## config.mk

```make
export PLATFORM = sky130hd
export DESIGN_NAME = adc_channel_scan_averager
export DESIGN_NICKNAME = d
export VERILOG_FILES = /design/src/acsa_pkg.sv /design/src/acsa_ram.sv /design/src/acsa_div.sv /design/src/adc_channel_scan_averager.sv
export SDC_FILE = /design/constraint.sdc
export NUM_CORES = 1
export LEC_CHECK = 0
export BUFFER_PORTS_ARGS = -buffer_cell sky130_fd_sc_hd__buf_2
export CAP_MARGIN = 20
export CORE_UTILIZATION = 48
export DETAILED_ROUTE_END_ITERATION = 16
export GPL_TIMING_DRIVEN = 0
export MAX_ROUTING_LAYER = met4
export PLACE_DENSITY = 0.69
export SYNTH_ARGS = -nofsm -noshare
export SYNTH_HDL_FRONTEND = slang
export SYNTH_HIERARCHICAL = 1
export SYNTH_SLANG_ARGS = --single-unit
```

## constraint.sdc

```tcl
create_clock -name i_clk -period 5.17 [get_ports i_clk]
set_input_delay 0.517 -clock i_clk [delete_from_list [all_inputs] [get_ports i_clk]]
set_output_delay 0.517 -clock i_clk [all_outputs]
set_load 0.01 [all_outputs]
```

## src/acsa_pkg.sv

```systemverilog
`default_nettype none

package acsa_pkg;

    // Fixed field widths.
    localparam int SAMPLE_W   = 10;
    localparam int VALUE_W    = 10;
    localparam int CHAN_W     = 4;
    localparam int KIND_W     = 2;
    localparam int MODE_W     = 2;
    localparam int CNT_W      = 8;
    localparam int SUM_W      = 18;
    localparam int CFG_IDX_W  = 2;
    localparam int CFG_DATA_W = 8;

    // Configuration register indexes.
    localparam logic [CFG_IDX_W-1:0] REG_AVERAGE_COUNT = 2'd0;
    localparam logic [CFG_IDX_W-1:0] REG_OUTPUT_MODE   = 2'd1;

    // Output mode codes. The unused code behaves as MODE_NONE.
    localparam logic [MODE_W-1:0] MODE_NONE = 2'd0;
    localparam logic [MODE_W-1:0] MODE_AVG  = 2'd1;
    localparam logic [MODE_W-1:0] MODE_RAW  = 2'd2;

    // Result kind codes.
    localparam logic [KIND_W-1:0] KIND_MUX = 2'd0;
    localparam logic [KIND_W-1:0] KIND_AVG = 2'd1;
    localparam logic [KIND_W-1:0] KIND_RAW = 2'd2;

    // Reset values of the configuration registers.
    localparam logic [CNT_W-1:0]  RESET_AVERAGE_COUNT = 8'd50;
    localparam logic [MODE_W-1:0] RESET_OUTPUT_MODE   = MODE_AVG;

    localparam logic [VALUE_W-1:0] VALUE_MAX = 10'h3ff;

endpackage

`default_nettype wire

```

## src/acsa_ram.sv

```systemverilog
`default_nettype none

module acsa_ram #(
    parameter int WIDTH = 10,
    parameter int DEPTH = 16
) (
    input  wire logic                                  i_clk,
    input  wire logic                                  i_we,
    input  wire logic [(DEPTH > 1 ? $clog2(DEPTH) : 1)-1:0] i_waddr,
    input  wire logic [WIDTH-1:0]                      i_wdata,
    input  wire logic [(DEPTH > 1 ? $clog2(DEPTH) : 1)-1:0] i_raddr,
    output logic      [WIDTH-1:0]                      o_rdata
);

    logic [WIDTH-1:0] r_mem [DEPTH];
    logic [WIDTH-1:0] r_rdata;

    always_ff @(posedge i_clk) begin
        if (i_we) begin
            r_mem[i_waddr] <= i_wdata;
        end
        r_rdata <= r_mem[i_raddr];
    end

    assign o_rdata = r_rdata;

endmodule

`default_nettype wire

```

## src/acsa_div.sv

```systemverilog
`default_nettype none

module acsa_div
    import acsa_pkg::*;
(
    input  wire logic             i_clk,
    input  wire logic             i_rst_n,
    input  wire logic             i_start,
    input  wire logic [SUM_W-1:0] i_dividend,
    input  wire logic [CNT_W-1:0] i_divisor,
    output logic                  o_busy,
    output logic      [SUM_W-1:0] o_quotient
);

    localparam int STEP_W = $clog2(SUM_W + 1);

    logic [STEP_W-1:0] r_cnt;
    logic [SUM_W-1:0]  r_q;
    logic [CNT_W-1:0]  r_rem;
    logic [CNT_W-1:0]  r_dvs;
    logic [CNT_W:0]    shifted;
    logic [CNT_W:0]    diff;
    logic              ge;

    // One restoring step per cycle: the remainder takes the next dividend bit
    // and the divisor is subtracted when it fits.
    assign shifted = {r_rem, r_q[SUM_W-1]};
    assign ge      = shifted >= {1'b0, r_dvs};
    assign diff    = shifted - {1'b0, r_dvs};

    always_ff @(posedge i_clk) begin
        if (!i_rst_n) begin
            r_cnt <= '0;
        end else if (i_start) begin
            r_cnt <= STEP_W'(SUM_W);
        end else if (r_cnt != '0) begin
            r_cnt <= r_cnt - 1'b1;
        end
    end

    always_ff @(posedge i_clk) begin
        if (i_start) begin
            r_q   <= i_dividend;
            r_rem <= '0;
            r_dvs <= i_divisor;
        end else if (r_cnt != '0) begin
            r_q   <= {r_q[SUM_W-2:0], ge};
            r_rem <= ge ? diff[CNT_W-1:0] : shifted[CNT_W-1:0];
        end
    end

    assign o_busy     = r_cnt != '0;
    assign o_quotient = r_q;

endmodule

`default_nettype wire

```

## src/adc_channel_scan_averager.sv

```systemverilog
`default_nettype none

// Round-robin ADC scan controller with oversampling average. Each input
// transaction carries one finished conversion for the channel currently
// selected; the block stores it as that channel's latest value, steps to the
// next channel and returns a mux-select result (kind 0) naming the channel to
// convert next. A sample that needs no further work leaves the block idle,
// and the next one can be taken as soon as the output register is free. When
// the sample for the highest channel completes a sweep, the block goes busy
// and walks the channels one at a time: in raw mode it returns every latest
// value, in averaged mode it adds the sweep into per-channel sums held in a
// small RAM. Once the configured number of sweeps has been summed, each sum
// goes through a shared bit-serial divider, one quotient bit per cycle, so a
// channel passes through read, start, the divider and emit, and each emit
// waits while the downstream side holds ready low. Quotients above the 10-bit
// range saturate at full scale. The final result of every input transaction
// carries last. An average count of zero acts as one; output mode three
// behaves as mode zero. Configuration is written through a plain write port
// and should only change while the block is idle.
module adc_channel_scan_averager
    import acsa_pkg::*;
#(
    parameter int NUM_CHANNELS = 16
) (
    input  wire logic                  i_clk,
    input  wire logic                  i_rst_n,
    // Input transactions.
    input  wire logic                  i_in_valid,
    output logic                       o_in_ready,
    input  wire logic [SAMPLE_W-1:0]   i_sample,
    // Result transactions.
    output logic                       o_out_valid,
    input  wire logic                  i_out_ready,
    output logic      [KIND_W-1:0]     o_kind,
    output logic      [CHAN_W-1:0]     o_channel,
    output logic      [VALUE_W-1:0]    o_value,
    output logic                       o_last,
    // Configuration writes.
    input  wire logic                  i_cfg_we,
    input  wire logic [CFG_IDX_W-1:0]  i_cfg_index,
    input  wire logic [CFG_DATA_W-1:0] i_cfg_data
);

    localparam int IDX_W = NUM_CHANNELS > 1 ? $clog2(NUM_CHANNELS) : 1;
    localparam logic [IDX_W-1:0] LAST_IDX = IDX_W'(NUM_CHANNELS - 1);

    // Sequencer: IDLE takes samples; the other states walk the channels
    // after a sweep ends.
    typedef enum logic [4:0] {
        S_IDLE = 5'b00001,
        S_RD   = 5'b00010,
        S_ACC  = 5'b00100,
        S_DIV  = 5'b01000,
        S_EMIT = 5'b10000
    } t_state;

    t_state r_state, n_state;

    // Configuration registers.
    logic [CNT_W-1:0]  r_avg_cnt;
    logic [MODE_W-1:0] r_mode;

    // Scan and averaging state.
    logic [IDX_W-1:0]        r_chan, n_chan;
    logic [IDX_W-1:0]        r_idx, n_idx;
    logic [CNT_W-1:0]        r_sweep_cnt, n_sweep_cnt;
    logic [NUM_CHANNELS-1:0] r_sum_vld, n_sum_vld;
    logic                    r_avg, n_avg;
    logic                    r_emit, n_emit;

    // Output register.
    logic               r_out_vld, n_out_vld;
    logic [KIND_W-1:0]  r_kind, n_kind;
    logic [CHAN_W-1:0]  r_ochan, n_ochan;
    logic [VALUE_W-1:0] r_value, n_value;
    logic               r_last, n_last;

    // Datapath.
    logic               in_acc;
    logic               out_free;
    logic               sweep_end;
    logic [CNT_W-1:0]   divisor;
    logic [CNT_W-1:0]   new_cnt;
    logic               emit_now;
    logic               more;
    logic               lat_we;
    logic               sum_we;
    logic [VALUE_W-1:0] lat_rd;
    logic [SUM_W-1:0]   sum_rd;
    logic [SUM_W-1:0]   sum_new;
    logic               div_start;
    logic               div_busy;
    logic [SUM_W-1:0]   quot;
    logic [VALUE_W-1:0] quot_sat;
    logic [IDX_W+CHAN_W-1:0] next_chan_ext;
    logic [IDX_W+CHAN_W-1:0] idx_ext;

    assign in_acc   = i_in_valid && o_in_ready;
    assign out_free = !r_out_vld || i_out_ready;

    assign sweep_end = r_chan == LAST_IDX;
    assign n_chan    = sweep_end ? '0 : r_chan + 1'b1;
    assign divisor   = (r_avg_cnt == '0) ? CNT_W'(1) : r_avg_cnt;
    assign new_cnt   = r_sweep_cnt + 1'b1;
    assign emit_now  = new_cnt >= divisor;
    assign more      = sweep_end &&
                       (r_mode == MODE_RAW || (r_mode == MODE_AVG && emit_now));

    // The sum of a channel that was never written since the last clear is zero.
    assign sum_new  = (r_sum_vld[r_idx] ? sum_rd : '0) +
                      {{(SUM_W-VALUE_W){1'b0}}, lat_rd};
    assign quot_sat = (quot > SUM_W'(VALUE_MAX)) ? VALUE_MAX : quot[VALUE_W-1:0];

    // Channel numbers are reported in the low bits of the channel field.
    assign next_chan_ext = {{CHAN_W{1'b0}}, n_chan};
    assign idx_ext       = {{CHAN_W{1'b0}}, r_idx};

    assign o_in_ready = (r_state == S_IDLE) && out_free;

    always_comb begin
        n_state     = r_state;
        n_idx       = r_idx;
        n_sweep_cnt = r_sweep_cnt;
        n_sum_vld   = r_sum_vld;
        n_avg       = r_avg;
        n_emit      = r_emit;
        n_out_vld   = r_out_vld && !i_out_ready;
        n_kind      = r_kind;
        n_ochan     = r_ochan;
        n_value     = r_value;
        n_last      = r_last;
        lat_we      = 1'b0;
        sum_we      = 1'b0;
        div_start   = 1'b0;

        unique case (r_state)
            S_IDLE: begin
                if (in_acc) begin
                    lat_we    = 1'b1;
                    n_out_vld = 1'b1;
                    n_kind    = KIND_MUX;
                    n_ochan   = next_chan_ext[CHAN_W-1:0];
                    n_value   = '0;
                    n_last    = !more;
                    n_idx     = '0;
                    if (sweep_end && r_mode == MODE_RAW) begin
                        n_avg   = 1'b0;
                        n_emit  = 1'b0;
                        n_state = S_RD;
                    end else if (sweep_end && r_mode == MODE_AVG) begin
                        n_avg       = 1'b1;
                        n_emit      = emit_now;
                        n_sweep_cnt = emit_now ? '0 : new_cnt;
                        n_state     = S_RD;
                    end
                end
            end
            S_RD: begin
                n_state = r_avg ? S_ACC : S_EMIT;
            end
            S_ACC: begin
                if (r_emit) begin
                    div_start = 1'b1;
                    n_state   = S_DIV;
                end else begin
                    sum_we           = 1'b1;
                    n_sum_vld[r_idx] = 1'b1;
                    if (r_idx == LAST_IDX) begin
                        n_state = S_IDLE;
                    end else begin
                        n_idx   = r_idx + 1'b1;
                        n_state = S_RD;
                    end
                end
            end
            S_DIV: begin
                if (!div_busy) begin
                    n_state = S_EMIT;
                end
            end
            S_EMIT: begin
                if (out_free) begin
                    n_out_vld = 1'b1;
                    n_kind    = r_avg ? KIND_AVG : KIND_RAW;
                    n_ochan   = idx_ext[CHAN_W-1:0];
                    n_value   = r_avg ? quot_sat : lat_rd;
                    n_last    = r_idx == LAST_IDX;
                    if (r_idx == LAST_IDX) begin
                        n_state = S_IDLE;
                        if (r_avg) begin
                            n_sum_vld = '0;
                        end
                    end else begin
                        n_idx   = r_idx + 1'b1;
                        n_state = S_RD;
                    end
                end
            end
            default: begin
                n_state = S_IDLE;
            end
        endcase
    end

    always_ff @(posedge i_clk) begin
        if (!i_rst_n) begin
            r_state     <= S_IDLE;
            r_chan      <= '0;
            r_idx       <= '0;
            r_sweep_cnt <= '0;
            r_sum_vld   <= '0;
            r_avg       <= 1'b0;
            r_emit      <= 1'b0;
            r_out_vld   <= 1'b0;
            r_avg_cnt   <= RESET_AVERAGE_COUNT;
            r_mode      <= RESET_OUTPUT_MODE;
        end else begin
            r_state     <= n_state;
            r_idx       <= n_idx;
            r_sweep_cnt <= n_sweep_cnt;
            r_sum_vld   <= n_sum_vld;
            r_avg       <= n_avg;
            r_emit      <= n_emit;
            r_out_vld   <= n_out_vld;
            if (in_acc) begin
                r_chan <= n_chan;
            end
            if (i_cfg_we) begin
                unique case (i_cfg_index)
                    REG_AVERAGE_COUNT: r_avg_cnt <= i_cfg_data[CNT_W-1:0];
                    REG_OUTPUT_MODE:   r_mode    <= i_cfg_data[MODE_W-1:0];
                    default: begin
                    end
                endcase
            end
        end
    end

    // Result payload needs no reset; it is qualified by r_out_vld.
    always_ff @(posedge i_clk) begin
        r_kind  <= n_kind;
        r_ochan <= n_ochan;
        r_value <= n_value;
        r_last  <= n_last;
    end

    assign o_out_valid = r_out_vld;
    assign o_kind      = r_kind;
    assign o_channel   = r_ochan;
    assign o_value     = r_value;
    assign o_last      = r_last;

    // Latest conversion per channel. Every channel is written during a sweep
    // before the sweep end reads it, so this store needs no valid bits.
    acsa_ram #(
        .WIDTH (VALUE_W),
        .DEPTH (NUM_CHANNELS)
    ) u_latest (
        .i_clk   (i_clk),
        .i_we    (lat_we),
        .i_waddr (r_chan),
        .i_wdata (i_sample[VALUE_W-1:0]),
        .i_raddr (r_idx),
        .o_rdata (lat_rd)
    );

    // Per-channel running sums, qualified by r_sum_vld.
    acsa_ram #(
        .WIDTH (SUM_W),
        .DEPTH (NUM_CHANNELS)
    ) u_sums (
        .i_clk   (i_clk),
        .i_we    (sum_we),
        .i_waddr (r_idx),
        .i_wdata (sum_new),
        .i_raddr (r_idx),
        .o_rdata (sum_rd)
    );

    acsa_div u_div (
        .i_clk      (i_clk),
        .i_rst_n    (i_rst_n),
        .i_start    (div_start),
        .i_dividend (sum_new),
        .i_divisor  (divisor),
        .o_busy     (div_busy),
        .o_quotient (quot)
    );

    // A sample that does not end a sweep leaves the sequencer idle.
    a_mid_sweep_idle: assert property (@(posedge i_clk) disable iff (!i_rst_n)
        (in_acc && !sweep_end) |=> (r_state == S_IDLE))
        else $error("sequencer left idle on a sample inside a sweep");

    // The shared divider is only started when it has finished its last job.
    a_div_free: assert property (@(posedge i_clk) disable iff (!i_rst_n)
        div_start |-> !div_busy)
        else $error("divider started while busy");

    // While idle with no sweeps counted, no channel may hold a running sum.
    a_sums_clear: assert property (@(posedge i_clk) disable iff (!i_rst_n)
        (r_state == S_IDLE && r_sweep_cnt == '0) |-> (r_sum_vld == '0))
        else $error("running sums left over after an averaged output");

endmodule

`default_nettype wire

```

* After elaboration in Yosys (flattened, before gate mapping)
Memories as Yosys holds them, arrays and structs flattened. A register that Yosys moved wholly into a read port is not among the register bits.
Index checks and enable logic that the tools add are counted.
** Word-level totals
- Flip-flop bits (word level) :: 106
- Bits in latches :: 0
- Memory bits (writable) :: 448
- ROM bits :: 0
- Output and inout port bits :: 19
- Memories kept :: 2
** Cells by class
- Add/sub/neg operators :: 6
- $mul :: 0
- Divide/modulo/power cells :: 0
- Order comparisons :: 5
- Equality and inequality tests :: 17
- Shift-type cells :: 0
- Multiplexer cells :: 64
- Bitwise gates (word level) :: 3
- Reduce and logical (&&, ||, !) cells :: 30
** Memories
- u_sums.r_mem :: depth 16, bits a word 18, read ports 1, clocked after memory_dff 1, write ports 1, line acsa_ram.sv:15 : logic [WIDTH-1:0] r_mem [DEPTH];
- u_latest.r_mem :: depth 16, bits a word 10, read ports 1, clocked after memory_dff 1, write ports 1, line acsa_ram.sv:15
** Operator list (count)
- two-way mux 16 bit :: 4
- two-way mux 18 bit :: 3
- two-way mux 10 bit :: 4
- two-way mux 5 bit :: 8
- two-way mux 4 bit :: 8
- case mux 16 bit (2 select lines) :: 1
- case mux 5 bit (5 select lines) :: 1
- two-way mux 8 bit :: 3
- two-way mux 1 bit :: 20
- case mux 10 bit (2 select lines) :: 1
- adder 18 x 10 -> 18 bit :: 1
- greater-than comparator 18 x 10 -> 1 bit, second input constant :: 1
- bitwise OR 16 bit :: 1
- != test 2 bit, second input constant :: 6
- case mux 4 bit (3 select lines) :: 1
- AND reduction 4 bit :: 3
- greater-or-equal comparator 9 x 8 -> 1 bit :: 1
- adder 4 x 1 -> 4 bit, second input constant :: 2
- adder 8 x 1 -> 8 bit, second input constant :: 1
- == test 4 bit, second input constant :: 2
- greater-or-equal comparator 8 bit :: 1
- logical AND 1 bit :: 8
- logical NOT 8 bit :: 1
- two-way mux 2 bit :: 4
- 28 further kinds :: 39

* Longest topological paths before layout
Gate-level depths: netlist of the first run.
- Word-level depth :: 9
- Depth in mapped cells :: 16
- Depth with buffers taken out :: 15

* Hierarchy
Netlist of the first run, hierarchy kept.
** Modules (own cells, without submodules)
- acsa_ram at u_sums :: times used 1, cells each 482, area each 11322.1 um2
- acsa_ram at u_latest :: times used 1, cells each 279, area each 6353.6 um2
- adc_channel_scan_averager :: times used 1, cells each 490, area each 4174.0 um2
- acsa_div :: times used 1, cells each 187, area each 2069.5 um2

* Worst setup path after synthesis of the first run
Ideal clock, no wire load.
- Path kind :: register to register
- From :: reg r_idx[0]
- To :: reg u_div.r_q[12] (netlist: u_div/o_quotient[12]) (data pin)
- Library setup time :: 0.136 ns
- Arrival time :: 4.343 ns
- Data required time :: 5.034 ns
- Slack :: 0.691 ns
- Stages on the path, launching flop included :: 15
- Period minus slack after synthesis :: 4.479 ns
- Path through :: dfxtp_1 > mux4_2 > mux2_2 > nand2_1 > o21ai_1 > clkbuf_1 > and2_1 > ha_1 > nand2_1 > or2_2 > o22ai_1 > nor2_1 > or3_1 > a21boi_0 > mux2_2
** On the way
- Longest elaborated chain between the ends :: 5
** RTL lines
- start: declaration :: line adc_channel_scan_averager.sv:65 : logic [IDX_W-1:0] r_idx, n_idx;
- start signal: assignment :: line adc_channel_scan_averager.sv:219 : r_idx <= n_idx;
- binary-select mux 1 bit (select 4 bit) :: line adc_channel_scan_averager.sv:110 : assign sum_new = (r_sum_vld[r_idx] ? sum_rd : '0) +
- two-way mux 1 bit (not written as such) :: line adc_channel_scan_averager.sv:110
- two-way mux 18 bit :: line adc_channel_scan_averager.sv:110
- adder 18 x 10 -> 18 bit :: line adc_channel_scan_averager.sv:110
- named net sum_new[12] :: line adc_channel_scan_averager.sv:90 : logic [SUM_W-1:0] sum_new;
- two-way mux 18 bit :: line acsa_div.sv:42 : if (i_start) begin
- end signal: assignment :: line acsa_div.sv:43 : r_q <= i_dividend;
- end signal: assignment :: line acsa_div.sv:47 : r_q <= {r_q[SUM_W-2:0], ge};
- end: declaration :: line acsa_div.sv:18 : logic [SUM_W-1:0] r_q;
The timed path passes the listed nets, and every way through them passes these cells. The select of a mux whose other input is x is not followed.
A chain may end at the register's enable or synchronous reset.

* Worst setup path after layout of the first run
- From :: reg r_idx[1]
- To :: reg u_div.r_q[11] (netlist: u_div/o_quotient[11]) (data pin)
The elaborated chain is that of the path after synthesis.

==> flow_summary.yaml, run 1 <==
run_status:
  outcome: "completed"
cts:
  clkTransAtPathRegs_ns: 0.06
  htree_levels: 2
  numCtsBuffers: 57
  clock-root-buffer: "clkbuf_16"
  insertion_delay_ns: 0.62
  cts_sinks: 582
  cts_tree: "done"
  clock_path_buffers: 3
placement:
  dp.cells: 2172
  hpwl_mm: 33.6
  io_buffers: 43
  dp_slack_ns: -0.902
  dpl_cell_area_um2: 25500
  place_congestion: 0.865
yosys:
  ys_async_sr_fraction_pct: 0
  syn_nets: 1498
  synth_ff_type: "edfxtp_1"
  ys_seq_area_share_pct: 69.3
  yosysWarnings: 6
  synth_edf_count: 491
  yosysTopAreaCellShare_pct: 61.6
  synthTopCellsByArea: "edfxtp_1, mux4_2, dfxtp_1"
  synth_area_um2: 23900
  synth_cell_types: 77
  synth_top_area_cell: "edfxtp_1"
  postSynthCellCount: 1438
  synthTopCellsByCount: "edfxtp_1, nor2_1, dfxtp_1, nand2_1, mux4_2"
  ys_ff_latch: 582
  syn_avg_cell_area_um2: 16.6
  synth_most_common_cell: "edfxtp_1"
global_route:
  antenna_found_initial: 0
  grt_max_degree: 19
  grt_use_total_pct: 21.3
  grt.overflow.total: 0
  grt_pass1_wl_mm: 78.6
  grt_pass1_vias: 13400
setup_path:
  critPathMaxFanout: 17
  path_cells: "buf_2 > mux4_2 > mux2i_1 > o21ai_2 > clkbuf_1 > nand2_1 > inv_1 > ha_1 > a21o_1 > and4_1 > o311ai_2 > a21boi_0 > xor2_1 > and2_1 > mux2_2"
  crit_slowest_cell: "mux4_2"
  critPathArrivalTime_ns: 5.24
  required_ns: 5.52
  crit_type: "reg -> reg"
  cp-end-kind: "flop"
  cpPeakStageDelay_ns: 0.53
  r2r_cells: 15
  cp-start-kind: "flop"
sta:
  fin_crit_sh_pct: 94.6
  slew_violations: 0
  fmax_mhz: 204
  finalWorstSetupSlack_ns: 0.277
  finalHoldViolations: 0
  setup_tns_ns: 0
  grt_setup_unrepaired: "no"
  min_period_ns: 4.89
  setup_violations: 0
  worst_slew_pin_slew_ns: 1.03
  relSlewSlack_pct: 30.9
  clock_skew_ns: 0.0295
hold_path:
  hold_class: "in -> reg"
  hold_path_depth: 3
routing:
  drt-wirelength-per-cell_um: 22.5
  routed-via-count: 13200
  ant_nets: 0
  drt-initial-drc-count: 1141
  totalWireLength_mm: 51.2
  firstDrtPassIters: 5
  via_per_inst: 5.79
  drc: 0
power_and_ir_drop:
  comb_power_share_pct: 20.9
  p_total_w: 0.0125
  switchingPower_w: 0.00339
  pwr-share-seq_pct: 46.9
  internal-power_w: 0.00912
  power_density_nw_per_um2: 457
  switching_share_pct: 27.1
  ir_drop_uv: 335
  clkPwrFrac_pct: 32.1
  power_leakage_nw: 8.84
layout:
  syn_to_final_growth_pct: 14.4
  nets: 1632
  design_area_um2: 27400
  drive_gt1_share_pct: 20.5
  diodes: 0
  stdcell_count: 2280
die:
  die_area_um2: 50700
  start_util_pct: 48.8
  num_io_pins: 44
  rows: 81
  core_um2: 49100
  fp.dieH_um: 225
  die_x_um: 225
run:
  drv_cap: 0
metrics by stage:
step | hold slack (ns) | util, %
global route | 0.157 | 55.8
floorplan | 0.431 | -
finish | 0.159 | 55.8
global placement | 0.445 | 50.9
detailed placement | 0.455 | 51.9
CTS | 0.124 | 55.7
worst max-delay path, delay by kind of cell, from the launching register on:
kind / cells / cell delay (ns)
mux: 3 / 1.09
compound gates: 4 / 1.08
simple gates: 3 / 0.83
buf+inv: 3 / 0.68
flops: 1 / 0.51
fa+ha+maj: 1 / 0.28
xor+xnor: 1 / 0.17
final timing paths:
kind	end	slack [ns]	from
max	u_div/o_quotient[11]$_DFFE_PP_	0.28	r_idx[1]$_SDFFE_PN0P_
max reg2reg	u_div/o_quotient[11]$_DFFE_PP_	0.28	r_idx[1]$_SDFFE_PN0P_
min reg2reg	r_sum_vld[14]$_SDFFE_PN0P_	0.47	r_sum_vld[14]$_SDFFE_PN0P_
min	r_avg_cnt[6]$_SDFFE_PN0P_	0.16	i_cfg_data[6]
logic make-up after synthesis:
family	Yosys count	share of synthesized area (%)
simple gates	330	6.90
buf+inv	104	2.14
fa+ha+maj	35	1.89
compound gates	214	5.99
mux	146	12.8
xor+xnor	27	0.989
flops	582	69.3
per-layer routing:
layer / GRT usage (%) / up-vias / part of all wire [%]
met5: - / - / 0
met4: 6.96 / 0 / 2.6
met3: 2.74 / 90 / 5.8
met2: 35.1 / 483 / 50
met1: 27.6 / 6663 / 41
li1: - / 5962 / -
layout by cell type (no fill, tap or decap), types with 18 or more instances in the layout:
cell type and count:
edfxtp_1 491, nand3_1 18, o21ai_0 37, and2_1 24, mux4_1 34, nor2b_1 19, clkbuf_16 57, buf_2 52
a21oi_1 45, a22oi_1 56, buf_6 19, mux2_2 22, mux4_2 82, clkbuf_1 44, nor2_1 92, inv_1 35
dfxtp_1 87, ha_1 33, nand2_1 88
layout make-up:
class                      instances  area [um2]
fill                            3702       21700
sequential                       582       16600
multi-input combinational        752        6950
clock buffer                      75        1530
tap                              664         831
timing repair buffer              75         676
buffer                            67         372
clock inverter                    28         289
inverter                          37         141
sequential cells by signal (all words and copies together) (netlist names):
name	count
r_sweep_cnt	8
r_chan	4
r_emit	1
u_div/r_rem	8
u_div/o_quotient	18
u_latest/o_rdata	10
r_avg_cnt	8
u_latest/r_mem	160
o_value	10
u_div/r_cnt	5
u_sums/r_mem	288
o_last	1
r_avg	1
u_sums/o_rdata	18
o_channel	4
r_state	5
r_mode	2
r_idx	4
o_kind	2
r_sum_vld	16
o_out_valid	1
u_div/r_dvs	8
power by group through the flow:
stage	combinational [W]	sequential [W]	clock, W
detailed placement	0.00259	0.00596	0
global route	0.00284	0.00590	0.00426
CTS	0.00262	0.00587	0.00410
floorplan	0.00185	0.00590	0
finish	0.00262	0.00587	0.00402
global placement	0.00247	0.00596	0
repair_timing:
| action | CTS | global route |
|---|---|---|
| resized for setup | 8 | 6 |
| hold buffers | 0 | 0 |
| gates cloned | 0 | 0 |
| endpoints found under the setup margin | 187 | 54 |
| buffers inserted | 0 | 2 |
| pin swaps | 1 | 1 |
No activity file was read; power rests on OpenSTA's default activity.
==> inputs of run 2 (changes only) <==
Settings changed: CORE_UTILIZATION 48 to 38, CTS_BUF_LIST from default to sky130_fd_sc_hd__clkbuf_8, PLACE_DENSITY 0.69 to 0.58.
Clock period 5.17 ns to 6.05 ns, I/O delays scaled along.
==> flow_summary.yaml, run 2 (same netlist as run 1, synthesis figures left out) <==
setup_path:
  cp-end-kind: "flop"
  cp-start-kind: "flop"
  required_ns: 6.58
  r2r-start: "r_idx[1]$_SDFFE_PN0P_"
  crit_type: "reg -> reg"
  setup.worst_path.start: "r_idx[1]$_SDFFE_PN0P_"
  rrSetupSlack_ns: 0.47
  critPathMaxFanout: 15
  rr_endpoint: "u_sums/r_mem[14][12]$_DFFE_PP_"
  r2r_cells: 14
  crit_path_end: "u_sums/r_mem[14][12]$_DFFE_PP_"
  critPathArrivalTime_ns: 6.11
routing:
  totalWireLength_mm: 53.6
  routed-via-count: 13300
  drt-wirelength-per-cell_um: 21.2
  ant_nets: 0
  drt-initial-drc-count: 1175
  firstDrtPassIters: 6
  drc: 0
  via_per_inst: 5.26
cts:
  clkTransAtPathRegs_ns: 0.06
  cts_sinks: 582
  clock_path_buffers: 3
  clock-root-buffer: "clkbuf_8"
  htree_levels: 3
  cts_tree: "done"
  numCtsBuffers: 96
  cts_setup_buffers: 0
  insertion_delay_ns: 0.71
die:
  die_x_um: 253
  die_area_um2: 64000
  rows: 91
  start_util_pct: 38.6
  num_io_pins: 44
  fp.dieH_um: 253
  core_um2: 61900
sta:
  finalHoldViolations: 0
  clock_skew_ns: 0.0383
  grt_setup_unrepaired: "no"
  relSlewSlack_pct: 27.6
  slew_violations: 0
  worst_slew_pin_slew_ns: 1.08
  min_period_ns: 5.58
  setup_violations: 0
  fin_crit_sh_pct: 92.2
  fmax_mhz: 179
placement:
  hpwl_mm: 35.3
  dpl_cell_area_um2: 25700
  dp.cells: 2347
  place_congestion: 0.848
  io_buffers: 43
global_route:
  antenna_found_initial: 1
  grt_use_total_pct: 17.7
  grt_pass1_wl_mm: 82.1
  grt_max_degree: 19
  grt.overflow.total: 0
  grt_pass1_vias: 13500
layout:
  design_area_um2: 27800
  nets: 1669
  largest_registers: "u_sums/r_mem (288), u_latest/r_mem (160)"
  syn_to_final_growth_pct: 16.2
  multi_input_area_um2: 6930
  largest-register: "u_sums/r_mem"
  seqCellArea_um2: 16600
  drive_gt1_share_pct: 23.3
  final_common_cell: "edfxtp_1"
  stdcell_count: 2527
  n_fill_cell: 5500
  largest_reg_flops: 288
  layout_common_cells: "edfxtp_1, clkbuf_8, nor2_1, nand2_1, dfxtp_1"
power_and_ir_drop:
  ir_drop_uv: 253
  power_leakage_nw: 9.08
  power_density_nw_per_um2: 394
run_status:
  outcome: "completed"
run:
  drv_cap: 0
hold_path:
  hold_class: "in -> reg"
## run 2: area by class of cell
class	count	area share [%]
multi-input combinational	752	24.9
clock inverter	66	2.08
timing repair buffer	73	2.21
clock buffer	112	5.55
buffer	67	1.33
tap	837	3.77
antenna	1	0.00900
inverter	37	0.509
sequential	582	59.6
## run 2: critical path, cell delays in order (launching register included)
cell and delay (ns):
dfxtp_2 0.64, buf_2 0.34, mux4_2 0.27, mux2i_1 0.07, o21ai_1 0.67, clkbuf_1 0.43, nand2_1 0.19, fa_1 0.44
nor2b_1 0.17, o211ai_1 0.15, a211oi_1 0.50, nor2_1 0.23, or3_1 0.35, a21boi_1 0.67, buf_4 0.30
## run 2: what timing repair did
item | 4_1_cts | 5_1_grt
pin swaps | 0 | 0
endpoints found under the setup margin | 3 | 20
hold buffers | 0 | 0
gates cloned | 0 | 0
resized for setup | 2 | 3
## run 2: power breakdown
group          internal, W  switching [W]  total [W]
logic             0.000980        0.00127    0.00225
registers          0.00482       0.000183    0.00501
clock network      0.00207        0.00162    0.00369
total              0.00787        0.00307     0.0109
## run 2: worst min path at each step
| stage | start | end | cells after the start |
|---|---|---|---|
| final | i_cfg_data[0] | r_mode[0]$_SDFFE_PN1P_ | 3 |
| after global placement | r_sum_vld[2]$_SDFFE_PN0P_ | r_sum_vld[2]$_SDFFE_PN0P_ | 2 |
| after CTS | i_cfg_data[7] | r_avg_cnt[7]$_SDFFE_PN0P_ | 3 |
| after floorplan | r_sum_vld[10]$_SDFFE_PN0P_ | r_sum_vld[10]$_SDFFE_PN0P_ | 2 |
| after global routing | i_cfg_data[5] | r_avg_cnt[5]$_SDFFE_PN1P_ | 3 |
| after detailed placement | r_sum_vld[14]$_SDFFE_PN0P_ | r_sum_vld[14]$_SDFFE_PN0P_ | 2 |
## run 2: metrics by stage
stage	hold WS (ns)	utilization [%]	setup TNS [ns]	power [W]	worst slack, ns
5_1_grt	0.127	44.9	0	0.0114	0.176
4_1_cts	0.111	44.9	0	0.0111	0.0390
2_1_floorplan	0.431	-	0	0.00662	1.57
3_5_place_dp	0.455	41.4	-0.131	0.00734	-0.0836
6_report	0.164	44.9	0	0.0109	0.472
3_3_place_gp	0.447	40.7	-16.92	0.00724	-0.690
## run 2: per-layer routing
metal	up-vias	share of wire (%)	global-route usage, %
li1	6055	-	-
met1	6845	45	23.8
met2	311	49	27.9
met3	85	4.3	3.20
met4	0	1.6	4.38
met5	-	0	-
==> inputs of run 3 (changes only) <==
Settings changed: CORE_UTILIZATION 38 to 45, PLACE_DENSITY 0.58 to 0.65.
==> flow_summary.yaml, run 3 (same netlist as run 1, synthesis figures left out) <==
sta:
  slew_violations: 0
  fin_crit_sh_pct: 93.8
  clock_skew_ns: 0.0342
  setup_violations: 0
  finalHoldViolations: 0
  min_period_ns: 5.67
  worst_slew_pin_slew_ns: 1.09
  fmax_mhz: 176
  grt_setup_unrepaired: "no"
  relSlewSlack_pct: 26.5
  setup_tns_ns: 0
routing:
  wl_met2_mm: 26.0
  dr_wl_met3_mm: 2.97
  routed-via-count: 13400
  ant_nets: 0
  drt-wirelength-per-cell_um: 21.9
  totalWireLength_mm: 52.0
  top_layer: "met4"
  drc: 0
  wl_met1_mm: 22.3
  via_per_inst: 5.63
  drt-initial-drc-count: 1132
  firstDrtPassIters: 5
layout:
  syn_to_final_growth_pct: 14.4
  n_fill_cell: 4277
  largest_reg_flops: 288
  stdcell_count: 2372
  final_common_cell: "edfxtp_1"
  layout_common_cells: "edfxtp_1, clkbuf_8, nor2_1, dfxtp_1, nand2_1"
  largest-register: "u_sums/r_mem"
  nets: 1667
  largest_registers: "u_sums/r_mem (288), u_latest/r_mem (160)"
  drive_gt1_share_pct: 21.6
run:
  drv_cap: 0
power_and_ir_drop:
  ir_drop_uv: 229
  power_density_nw_per_um2: 385
  power_leakage_nw: 9.02
placement:
  io_buffers: 43
  place_congestion: 0.842
  hpwl_mm: 34.2
  dp.cells: 2197
setup_path:
  path_cells: "buf_2 > mux4_2 > mux2i_1 > o21ai_2 > clkbuf_1 > nand2_1 > fa_1 > nor2b_1 > o211ai_1 > a211oi_1 > nor2_1 > or3_1 > a21boi_1 > buf_4"
  path_depth: 14
  critPathArrivalTime_ns: 6.18
  critical-path-top-delay-family: "compound AO/OA/AOI/OAI gates"
  cp-start-kind: "flop"
  path_buf_inv: 3
  cp-end-kind: "flop"
  r2r_cells: 14
  rrSetupSlack_ns: 0.38
  critPathMaxFanout: 15
  cpPeakStageDelay_ns: 0.89
  required_ns: 6.55
  crit_slowest_cell: "dfxtp_1"
  crit_type: "reg -> reg"
global_route:
  grt.overflow.total: 0
  antenna_found_initial: 0
  grt_pass1_vias: 13600
  grt_max_degree: 19
  grt_pass1_wl_mm: 79.5
  grt_use_total_pct: 20.3
cts:
  numCtsBuffers: 93
  hold_buffers: 0
  clkTransAtPathRegs_ns: 0.06
  insertion_delay_ns: 0.67
  clock-root-buffer: "clkbuf_8"
  htree_levels: 3
  cts_setup_buffers: 0
  cts_tree: "done"
  clock_path_buffers: 3
  cts_sinks: 582
die:
  num_io_pins: 44
  die_x_um: 233
  die_area_um2: 54100
  fp.dieH_um: 233
  core_um2: 52600
  start_util_pct: 45.5
  rows: 84
run_status:
  outcome: "completed"
hold_path:
  hold_path_depth: 3
  hold_class: "in -> reg"
## run 3: worst paths after layout
check                       startpoint                              to
max              r_idx[1]$_SDFFE_PN0P_  u_sums/r_mem[10][12]$_DFFE_PP_
min                      i_cfg_data[6]       r_avg_cnt[6]$_SDFFE_PN0P_
max reg2reg      r_idx[1]$_SDFFE_PN0P_  u_sums/r_mem[10][12]$_DFFE_PP_
min reg2reg  r_sum_vld[5]$_SDFFE_PN0P_       r_sum_vld[5]$_SDFFE_PN0P_
## run 3: layer usage
| layer | global-route usage [%] | vias to the layer above |
|---|---|---|
| met5 | - | - |
| met4 | 5.92 | 0 |
| met3 | 3.24 | 60 |
| met2 | 32.4 | 418 |
| met1 | 26.9 | 6834 |
| li1 | - | 6048 |
## run 3: area by class of cell
| type | instances | area, um2 | share of cell area, % |
|---|---|---|---|
| Antenna cell | 1 | 2.50 | 0.00914 |
| Buffer | 67 | 370 | 1.35 |
| Clock buffer | 101 | 1390 | 5.08 |
| Clock inverter | 70 | 440 | 1.61 |
| Inverter | 37 | 141 | 0.516 |
| Multi-Input combinational cell | 752 | 6930 | 25.3 |
| Sequential cell | 582 | 16600 | 60.5 |
| Tap cell | 688 | 861 | 3.14 |
| Timing Repair Buffer | 74 | 674 | 2.46 |
## run 3: worst register-to-register path: stages, from the launching register on
cell and delay [ns]:
dfxtp_1 0.89, buf_2 0.39, mux4_2 0.27, mux2i_1 0.09, o21ai_2 0.48, clkbuf_1 0.48
nand2_1 0.20, fa_1 0.44, nor2b_1 0.17, o211ai_1 0.16, a211oi_1 0.50, nor2_1 0.21
or3_1 0.34, a21boi_1 0.62, buf_4 0.29
## run 3: through the flow
stage | power [W] | setup slack [ns] | area [um2] | hold WS [ns] | util [%]
final | 0.0105 | 0.376 | 27400 | 0.169 | 52.1
after global routing | 0.0110 | 0.134 | 27400 | 0.153 | 52.1
after CTS | 0.0106 | 0.0979 | 27300 | 0.108 | 52.0
after detailed placement | 0.00734 | -0.0990 | 25500 | 0.454 | 48.5
after global placement | 0.00723 | -0.623 | 25000 | 0.444 | 47.6
after floorplan | 0.00662 | 1.57 | 23900 | 0.431 | -
## run 3: what timing repair did
item / CTS / global route
pin swaps: 0 / 0
setup endpoints to repair: 3 / 28
gates resized for setup: 1 / 2
## run 3: power by group
group / internal [W] / switching, W / total, W
logic: 0.000984 / 0.00126 / 0.00224
registers: 0.00482 / 0.000198 / 0.00502
clock network: 0.00176 / 0.00152 / 0.00328
